File: src/design/adaptive_binary_arith_encoder_defines.svh
// Assertion macros used by the encoder back end (abae_back).
`ifndef ADAPTIVE_BINARY_ARITH_ENCODER_DEFINES_SVH
`define ADAPTIVE_BINARY_ARITH_ENCODER_DEFINES_SVH

`ifndef SYNTHESIS
`define ABAE_ASSERT(lbl, prop, msg) \
    lbl: assert property (@(posedge i_clk) disable iff (!i_rst_n) prop) else $error(msg);
`define ABAE_ASSERT_ALWAYS(lbl, prop, msg) \
    lbl: assert property (@(posedge i_clk) prop) else $error(msg);
`else
`define ABAE_ASSERT(lbl, prop, msg)
`define ABAE_ASSERT_ALWAYS(lbl, prop, msg)
`endif

`endif

File: src/design/abae_pkg.sv
`default_nettype none
package abae_pkg;

    localparam int RANGE_BITS = 24;
    localparam int LOW_W      = RANGE_BITS + 8;
    localparam int CNT_W      = $clog2(RANGE_BITS + 1);

    localparam logic [RANGE_BITS-1:0] RANGE_MASK = '1;
    localparam logic [RANGE_BITS-1:0] WIDTH_INIT = RANGE_BITS'(255);
    localparam logic [RANGE_BITS-1:0] RENORM_MIN = RANGE_BITS'(128);
    localparam logic [15:0]           SPLIT_SCALE = 16'd175;
    localparam logic [7:0]            COUNT_HALF  = 8'd127;
    localparam logic [23:0]           LIMIT_INIT  = 24'hFFFFFF;

    localparam logic [1:0] STAT_OK       = 2'd0;
    localparam logic [1:0] STAT_LIMIT    = 2'd1;
    localparam logic [1:0] STAT_SHORT    = 2'd2;
    localparam logic [1:0] STAT_COLLAPSE = 2'd3;

    typedef struct packed {
        logic [7:0] data_byte;
        logic       last_byte;
    } t_in;

    typedef struct packed {
        logic [7:0] coded_byte;
        logic       byte_valid;
        logic       run_last;
        logic       stream_end;
        logic [1:0] status;
    } t_out;

    typedef struct packed {
        logic [7:0] data_byte;
        logic       last_byte;
        logic       short_in;
    } t_cmd;

endpackage
`default_nettype wire

File: src/design/abae_front.sv
`default_nettype none
module abae_front (
    input  wire logic            i_clk,
    input  wire logic            i_rst_n,
    input  wire abae_pkg::t_in   i_in,
    input  wire logic            i_in_valid,
    output logic                 o_in_ready,
    output abae_pkg::t_cmd       o_cmd,
    output logic                 o_cmd_valid,
    input  wire logic            i_cmd_ready
);

    abae_pkg::t_cmd r_q [2];
    logic       r_wp, r_rp;
    logic [1:0] r_cnt;
    logic [1:0] r_br;
    logic [1:0] br_new;
    logic       push, pop;

    assign o_in_ready  = (r_cnt != 2'd2);
    assign o_cmd_valid = (r_cnt != 2'd0);
    assign o_cmd       = r_q[r_rp];
    assign push        = i_in_valid && o_in_ready;
    assign pop         = o_cmd_valid && i_cmd_ready;
    assign br_new      = (r_br == 2'd3) ? 2'd3 : r_br + 2'd1;

    // A stream that ends before its third word is flagged here; the count
    // restarts after every last word.
    always_ff @(posedge i_clk) begin
        if (!i_rst_n) begin
            r_wp  <= 1'b0;
            r_rp  <= 1'b0;
            r_cnt <= 2'd0;
            r_br  <= 2'd0;
        end else begin
            if (push) begin
                r_q[r_wp] <= '{data_byte: i_in.data_byte, last_byte: i_in.last_byte,
                               short_in: i_in.last_byte && (br_new != 2'd3)};
                r_wp      <= ~r_wp;
                r_br      <= i_in.last_byte ? 2'd0 : br_new;
            end
            if (pop) begin
                r_rp <= ~r_rp;
            end
            r_cnt <= r_cnt + {1'b0, push} - {1'b0, pop};
        end
    end

endmodule
`default_nettype wire

File: config.mk
export PLATFORM = sky130hd
export DESIGN_NAME = abae_front
export DESIGN_NICKNAME = d
export VERILOG_FILES = /design/src/design/adaptive_binary_arith_encoder_defines.svh /design/src/design/abae_pkg.sv /design/src/design/abae_front.sv
export SDC_FILE = /design/constraint.sdc
export NUM_CORES = 1
export LEC_CHECK = 0
export ABC_CLOCK_PERIOD_IN_PS = 2900
export BUFFER_PORTS_ARGS = -buffer_cell sky130_fd_sc_hd__buf_4
export CAP_MARGIN = 5
export CORE_MARGIN = 2
export CORE_UTILIZATION = 25
export CTS_CLUSTER_SIZE = 28
export DETAILED_ROUTE_END_ITERATION = 8
export HOLD_SLACK_MARGIN = 0.08
export PLACE_DENSITY = 0.47
export SYNTH_ARGS = -nofsm -noshare
export SYNTH_HDL_FRONTEND = slang
export SYNTH_SLANG_ARGS = --single-unit
File: constraint.sdc
create_clock -name i_clk -period 2.9 [get_ports i_clk]
set_input_delay 0.435 -clock i_clk [delete_from_list [all_inputs] [get_ports i_clk]]
set_output_delay 0.435 -clock i_clk [all_outputs]
set_load 0.05 [all_outputs]
==> impl_metrics.csv, run 1 <==
group,metric,value,unit
clock_tree,cts.path.max_buffers,2,
grt,grt_pass1_vias,619,
synthesis,avgSynthCellArea,15.8,um^2
power,irDropWorstVdd,0.000481,V
status,status,"completed",
critical_path,critPathCaptureType,"primary output",
floorplanning,io_pins,25,
drt,drtIter0Drc,8,
synthesis,ys_seq_area_share,69.9,%
cells_and_area,area_delta_synth_final,26.7,%
critical_path,path_class,"register to primary output",
floorplanning,chipHeight,69.1,um
synthesis,yosysUniqueCellTypes,26,
timing,period_share,65.6,%
cells_and_area,final_layout_size_suffix_gt1_share,46.8,%
power,p_leak,0.000518,uW
clock_tree,cts_tree,"built",
synthesis,yosys_warnings,0,
place,port_buffers,24,
min_path,min_path_type,"input pin to register",
floorplanning,core-area,4030,um^2
timing,timing.hold.ws,353,ps
clock_tree,cts_num_sinks,27,
timing,finalSetupViolations,0,
cells_and_area,layout_commonest_cell,"buf_4",
drt,met2WireLength,791,um
drt,dr_total_vias,608,
cells_and_area,fillers,409,
power,power.density,901,nW/um^2
critical_path,required,2470,ps
clock_tree,cts_htree_levels,1,
place,gp_congestion,0.747,
timing,finalWorstSetupSlack,998,ps
grt,grt_usage,7.29,%
timing,tightest_slew,911,ps
critical_path,crit_chain,"mux2_2 > buf_4",
place,dpl.hpwl,1250,um
clock_tree,worstSkewPairLatency,260,ps
timing,skew,3.62,ps
drt,wl_met3,102,um
grt,gr-total-overflow,0,
cells_and_area,num_antenna_cells,0,
clock_tree,post_cts_buffers,0,
cells_and_area,seq_area,741,um^2
timing,maxSlewViolCount,0,
cells_and_area,final_cells,144,
synthesis,synthesis.nets,82,
drt,dr.pass1.iters,4,
timing,rsz0062_at_grt,"false",
floorplanning,num_rows,23,
critical_path,cpPeakStageDelay,620,ps
cells_and_area,final_nets,110,
drt,drt-met1-wl,806,um
timing,slew_headroom,39.0,%
flow_run,max_cap_viol_count,0,
floorplanning,die_area,4780,um^2
cells_and_area,final_cell_mix,"buf_4 (24), edfxtp_1 (20), mux2_2 (10), dfxtp_1 (7), nor2_1 (4)",
timing,max_freq,526,MHz
drt,vias_per_cell,4.22,
clock_tree,cts_buffers,3,
grt,grt_max_degree,15,
drt,remaining_drc_errors,0,
clock_tree,cts.clk_slew.worst_paths,90,ps
critical_path,startpoint_type,"register",
drt,wl_per_cell,11.9,um
drt,top_layer_used,"met4",
timing,hold_viol,0,
floorplanning,die_w,69.1,um
clock_tree,holdBufCountCts,0,
cells_and_area,multiInputGateArea,303,um^2
synthesis,syn_inst,67,
critical_path,worstPathArrival,1470,ps
drt,detail-route-antenna-nets,0,
critical_path,slowest_stage,"dfxtp_1",
timing,final.min_clock_period,1900,ps
grt,antenna_found_initial,0,
drt,wl,1710,um
floorplanning,start_util,26.3,%
place,pre_cts_ws,1100,ps
critical_path,path_max_fanout,10,
place,place_inst,140,
timing,fin_setup_tns,0,ps
synthesis,ys_ff_latch,27,
grt,grt_pass1_wl,2780,um
clock_tree,root_buffer,"clkbuf_8",
synthesis,synth_area,1060,um^2
clock_tree,cts_resized,0,
-- area by class of cell --
class	count	area share, %
multi-input cells	36	22.6
repair buffers	24	13.4
well taps	50	4.66
flip-flops and latches	27	55.2
clock buffers	4	3.36
inverters	3	0.839
-- final timing paths --
check	startpoint	to	slack, ps	cells after the start
worst max-delay path	register	o_cmd[1]	1000	2
worst min-delay path	i_in[4]	r_q[0][5]	350	1
worst max register to register	r_cnt[0]	r_q[0][3]	1180	3
worst min register to register	r_wp	r_wp	510	2
-- sequential cells by signal (all words and copies together) (netlist names), named ones only --
register	count
r_br	2
r_cnt	2
r_rp	1
r_q	20
r_wp	1
-- where the power goes --
part	switching [uW]	internal (uW)	leakage [uW]	total, uW
clock network	104	98.0	0.0000228	202
registers	50.1	474	0.000241	524
logic	300	184	0.000254	484
-- worst max-delay path: cells and delay by family (launching register included) --
kind                   cells  cell delay [ps]
DFF                        1              620
buffers and inverters      1              190
muxes                      1              390
-- cell families after synthesis --
logic type,count (synthesis),share of synthesized area (%)
and+or+nand+nor,16,8.97
buffers and inverters,4,1.53
muxes,10,10.6
xor gates and xnor gates,2,1.65
DFF,27,69.9
adders and majority gates,2,2.36
AOI/OAI and AO/OA,6,4.96
-- layer usage --
layer | track usage [%] | up-vias
met5 | 0 | -
met4 | 3.27 | 0
met3 | 2.34 | 2
met2 | 11.0 | 18
met1 | 9.51 | 291
li1 | - | 297
-- cell usage after synthesis --
library cell	instances	area [um^2]
and2b_1	1	7.51
o22ai_1	1	6.26
and2_1	2	12.5
edfxtp_1	20	601
xor2_1	1	8.76
nand2b_4	1	13.8
nand2_1	2	7.51
inv_2	1	3.75
nor3_1	1	5.00
a21o_2	1	8.76
mux2_2	10	113
nor2b_1	1	6.26
xnor2_1	1	8.76
nor2_1	4	15.0
a31oi_1	1	6.26
buf_2	1	5.00
and3_2	1	7.51
inv_1	2	7.51
o41ai_2	1	16.3
and2_4	1	8.76
a211oi_1	1	7.51
ha_1	2	25.0
nand3_1	1	5.00
dfxtp_1	7	140
or2_2	1	6.26
o21a_1	1	7.51
-- per-stage QoR --
step / utilization (%) / power [uW] / area (um^2)
finish: 33.3 / 1210 / 1340
global route: 33.3 / 1270 / 1340
CTS: 33.3 / 1230 / 1340
detailed placement: 32.2 / 1020 / 1300
global placement: 32.2 / 1020 / 1300
floorplan: - / 889 / 1060
(Power assumes the default switching activity.)
==> run 2: changes to the inputs <==
- ABC_CLOCK_PERIOD_IN_PS: 2900 -> 1900
- clock period: 2.9 -> 1.9 ns (I/O delays scaled with it)
==> impl_metrics.csv, run 2 (synthesis results as in run 1) <==
group,metric,value,unit
status,status,"completed",
timing,finalSetupViolations,0,
critical_path,worstPathArrival,1460,ps
timing,tightest_slew,467,ps
cells_and_area,regMostFlops,"r_q",
grt,grt_usage,7.20,%
clock_tree,cts.clk_slew.worst_paths,90,ps
critical_path,path_max_fanout,10,
cells_and_area,num_antenna_cells,0,
drt,wl,1660,um
clock_tree,worstSkewPairLatency,260,ps
timing,slew_headroom,68.8,%
power,power.density,1370,nW/um^2
floorplanning,io_pins,25,
clock_tree,root_buffer,"clkbuf_8",
cells_and_area,biggestRegsByFlops,"r_q x20, r_br x2, r_cnt x2",
cells_and_area,final_layout_size_suffix_gt1_share,48.4,%
drt,dr.pass1.iters,3,
clock_tree,cts_buffers,3,
grt,grt_pass1_vias,618,
floorplanning,die_area,4780,um^2
critical_path,critPathCaptureType,"primary output",
grt,gr-total-overflow,0,
power,irDropWorstVdd,0.000749,V
drt,wl_per_cell,11.5,um
timing,skew,0.538,ps
critical_path,slowest_stage,"dfxtp_1",
cells_and_area,fillers,417,
place,dpl.hpwl,1190,um
critical_path,required,1620,ps
floorplanning,die_w,69.1,um
timing,max_freq,573,MHz
drt,vias_per_cell,4.13,
clock_tree,cts_num_sinks,27,
clock_tree,post_cts_buffers,0,
critical_path,cpPeakStageDelay,620,ps
floorplanning,core-area,4030,um^2
timing,hold_viol,0,
place,gp_congestion,0.750,
timing,fin_setup_tns,0,ps
grt,antenna_found_initial,0,
cells_and_area,final_nets,111,
place,dpl_cell_area,1310,um^2
timing,period_share,91.8,%
critical_path,startpoint_type,"register",
floorplanning,chipHeight,69.1,um
cells_and_area,area_delta_synth_final,27.5,%
timing,final.min_clock_period,1740,ps
floorplanning,num_rows,23,
critical_path,path_class,"register to primary output",
cells_and_area,design_area,1350,um^2
clock_tree,cts_resized,0,
clock_tree,cts_tree,"built",
drt,detail-route-antenna-nets,0,
timing,rsz0062_at_grt,"false",
power,p_leak,0.000526,uW
clock_tree,cts.path.max_buffers,2,
clock_tree,cts_htree_levels,1,
grt,grt_max_degree,16,
critical_path,crit_chain,"mux2_2 > buf_4",
drt,remaining_drc_errors,0,
floorplanning,start_util,26.3,%
drt,dr_total_vias,599,
cells_and_area,layout_commonest_cell,"buf_4",
timing,maxSlewViolCount,0,
cells_and_area,largest_reg_flops,20,
cells_and_area,final_cell_mix,"buf_4 (25), edfxtp_1 (20), mux2_2 (10), dfxtp_1 (7), nor2_1 (4)",
grt,grt_pass1_wl,2820,um
clock_tree,holdBufCountCts,0,
min_path,min_path_type,"input pin to register",
flow_run,max_cap_viol_count,0,
drt,drtIter0Drc,13,
place,port_buffers,24,
-- run 2: cell types whose count changed in the layout (fill, tap and decap cells not counted) --
cell,before,now
clkbuf_1,1,0
clkinv_2,0,1
buf_4,24,25
-- run 2: path summary, 6_finish.rpt --
path / start / to / slack [ps] / cells after the start
max reg2reg: r_cnt[0] / r_cnt[1] / 220 / 9
min: i_in[4] / r_q[0][5] / 200 / 1
min reg2reg: r_wp / r_wp / 500 / 2
max: register / o_cmd[1] / 160 / 2
-- run 2: critical path, delay by kind of cell (launching register included) --
kind | cells | cell delay (ps)
buffers and inverters | 1 | 190
flip-flops | 1 | 620
multiplexers | 1 | 390
-- run 2: layer usage --
layer	part of all wire [%]	wire length [um]	up-vias	GRT usage, %
met2	48	801	18	11.8
met4	0	0	0	1.96
met5	0	0	-	0
met3	5.9	98	0	1.61
li1	-	-	299	-
met1	46	762	282	9.63
-- run 2: through the flow --
| step | instances | hold slack, ps | setup WS, ps | total power, uW | util, % |
|---|---|---|---|---|---|
| after CTS | 145 | 193 | 107 | 1880 | 33.5 |
| after floorplan | 67 | 382 | 173 | 1360 | - |
| after detailed placement | 141 | 475 | 208 | 1560 | 32.4 |
| final | 145 | 203 | 155 | 1850 | 33.5 |
| after global routing | 145 | 189 | 65.5 | 1950 | 33.5 |
| after global placement | 141 | 473 | 263 | 1550 | 32.4 |
-- run 2: power by group --
part | total [uW] | switching (uW) | internal [uW] | leakage, uW
Combinational | 742 | 456 | 286 | 0.000260
Sequential | 796 | 74.3 | 722 | 0.000241
Clock | 309 | 163 | 146 | 0.0000255
Total | 1850 | 693 | 1150 | 0.000526
-- run 2: cell type report --
| cell class | count | area, um^2 | area share (%) |
|---|---|---|---|
| clock buffers | 3 | 41.3 | 3.06 |
| inverters | 3 | 11.3 | 0.833 |
| repair buffers | 25 | 188 | 13.9 |
| multi-input cells | 36 | 303 | 22.4 |
| flip-flops and latches | 27 | 741 | 54.8 |
| well taps | 50 | 62.6 | 4.63 |
| clock inverters | 1 | 5.00 | 0.370 |
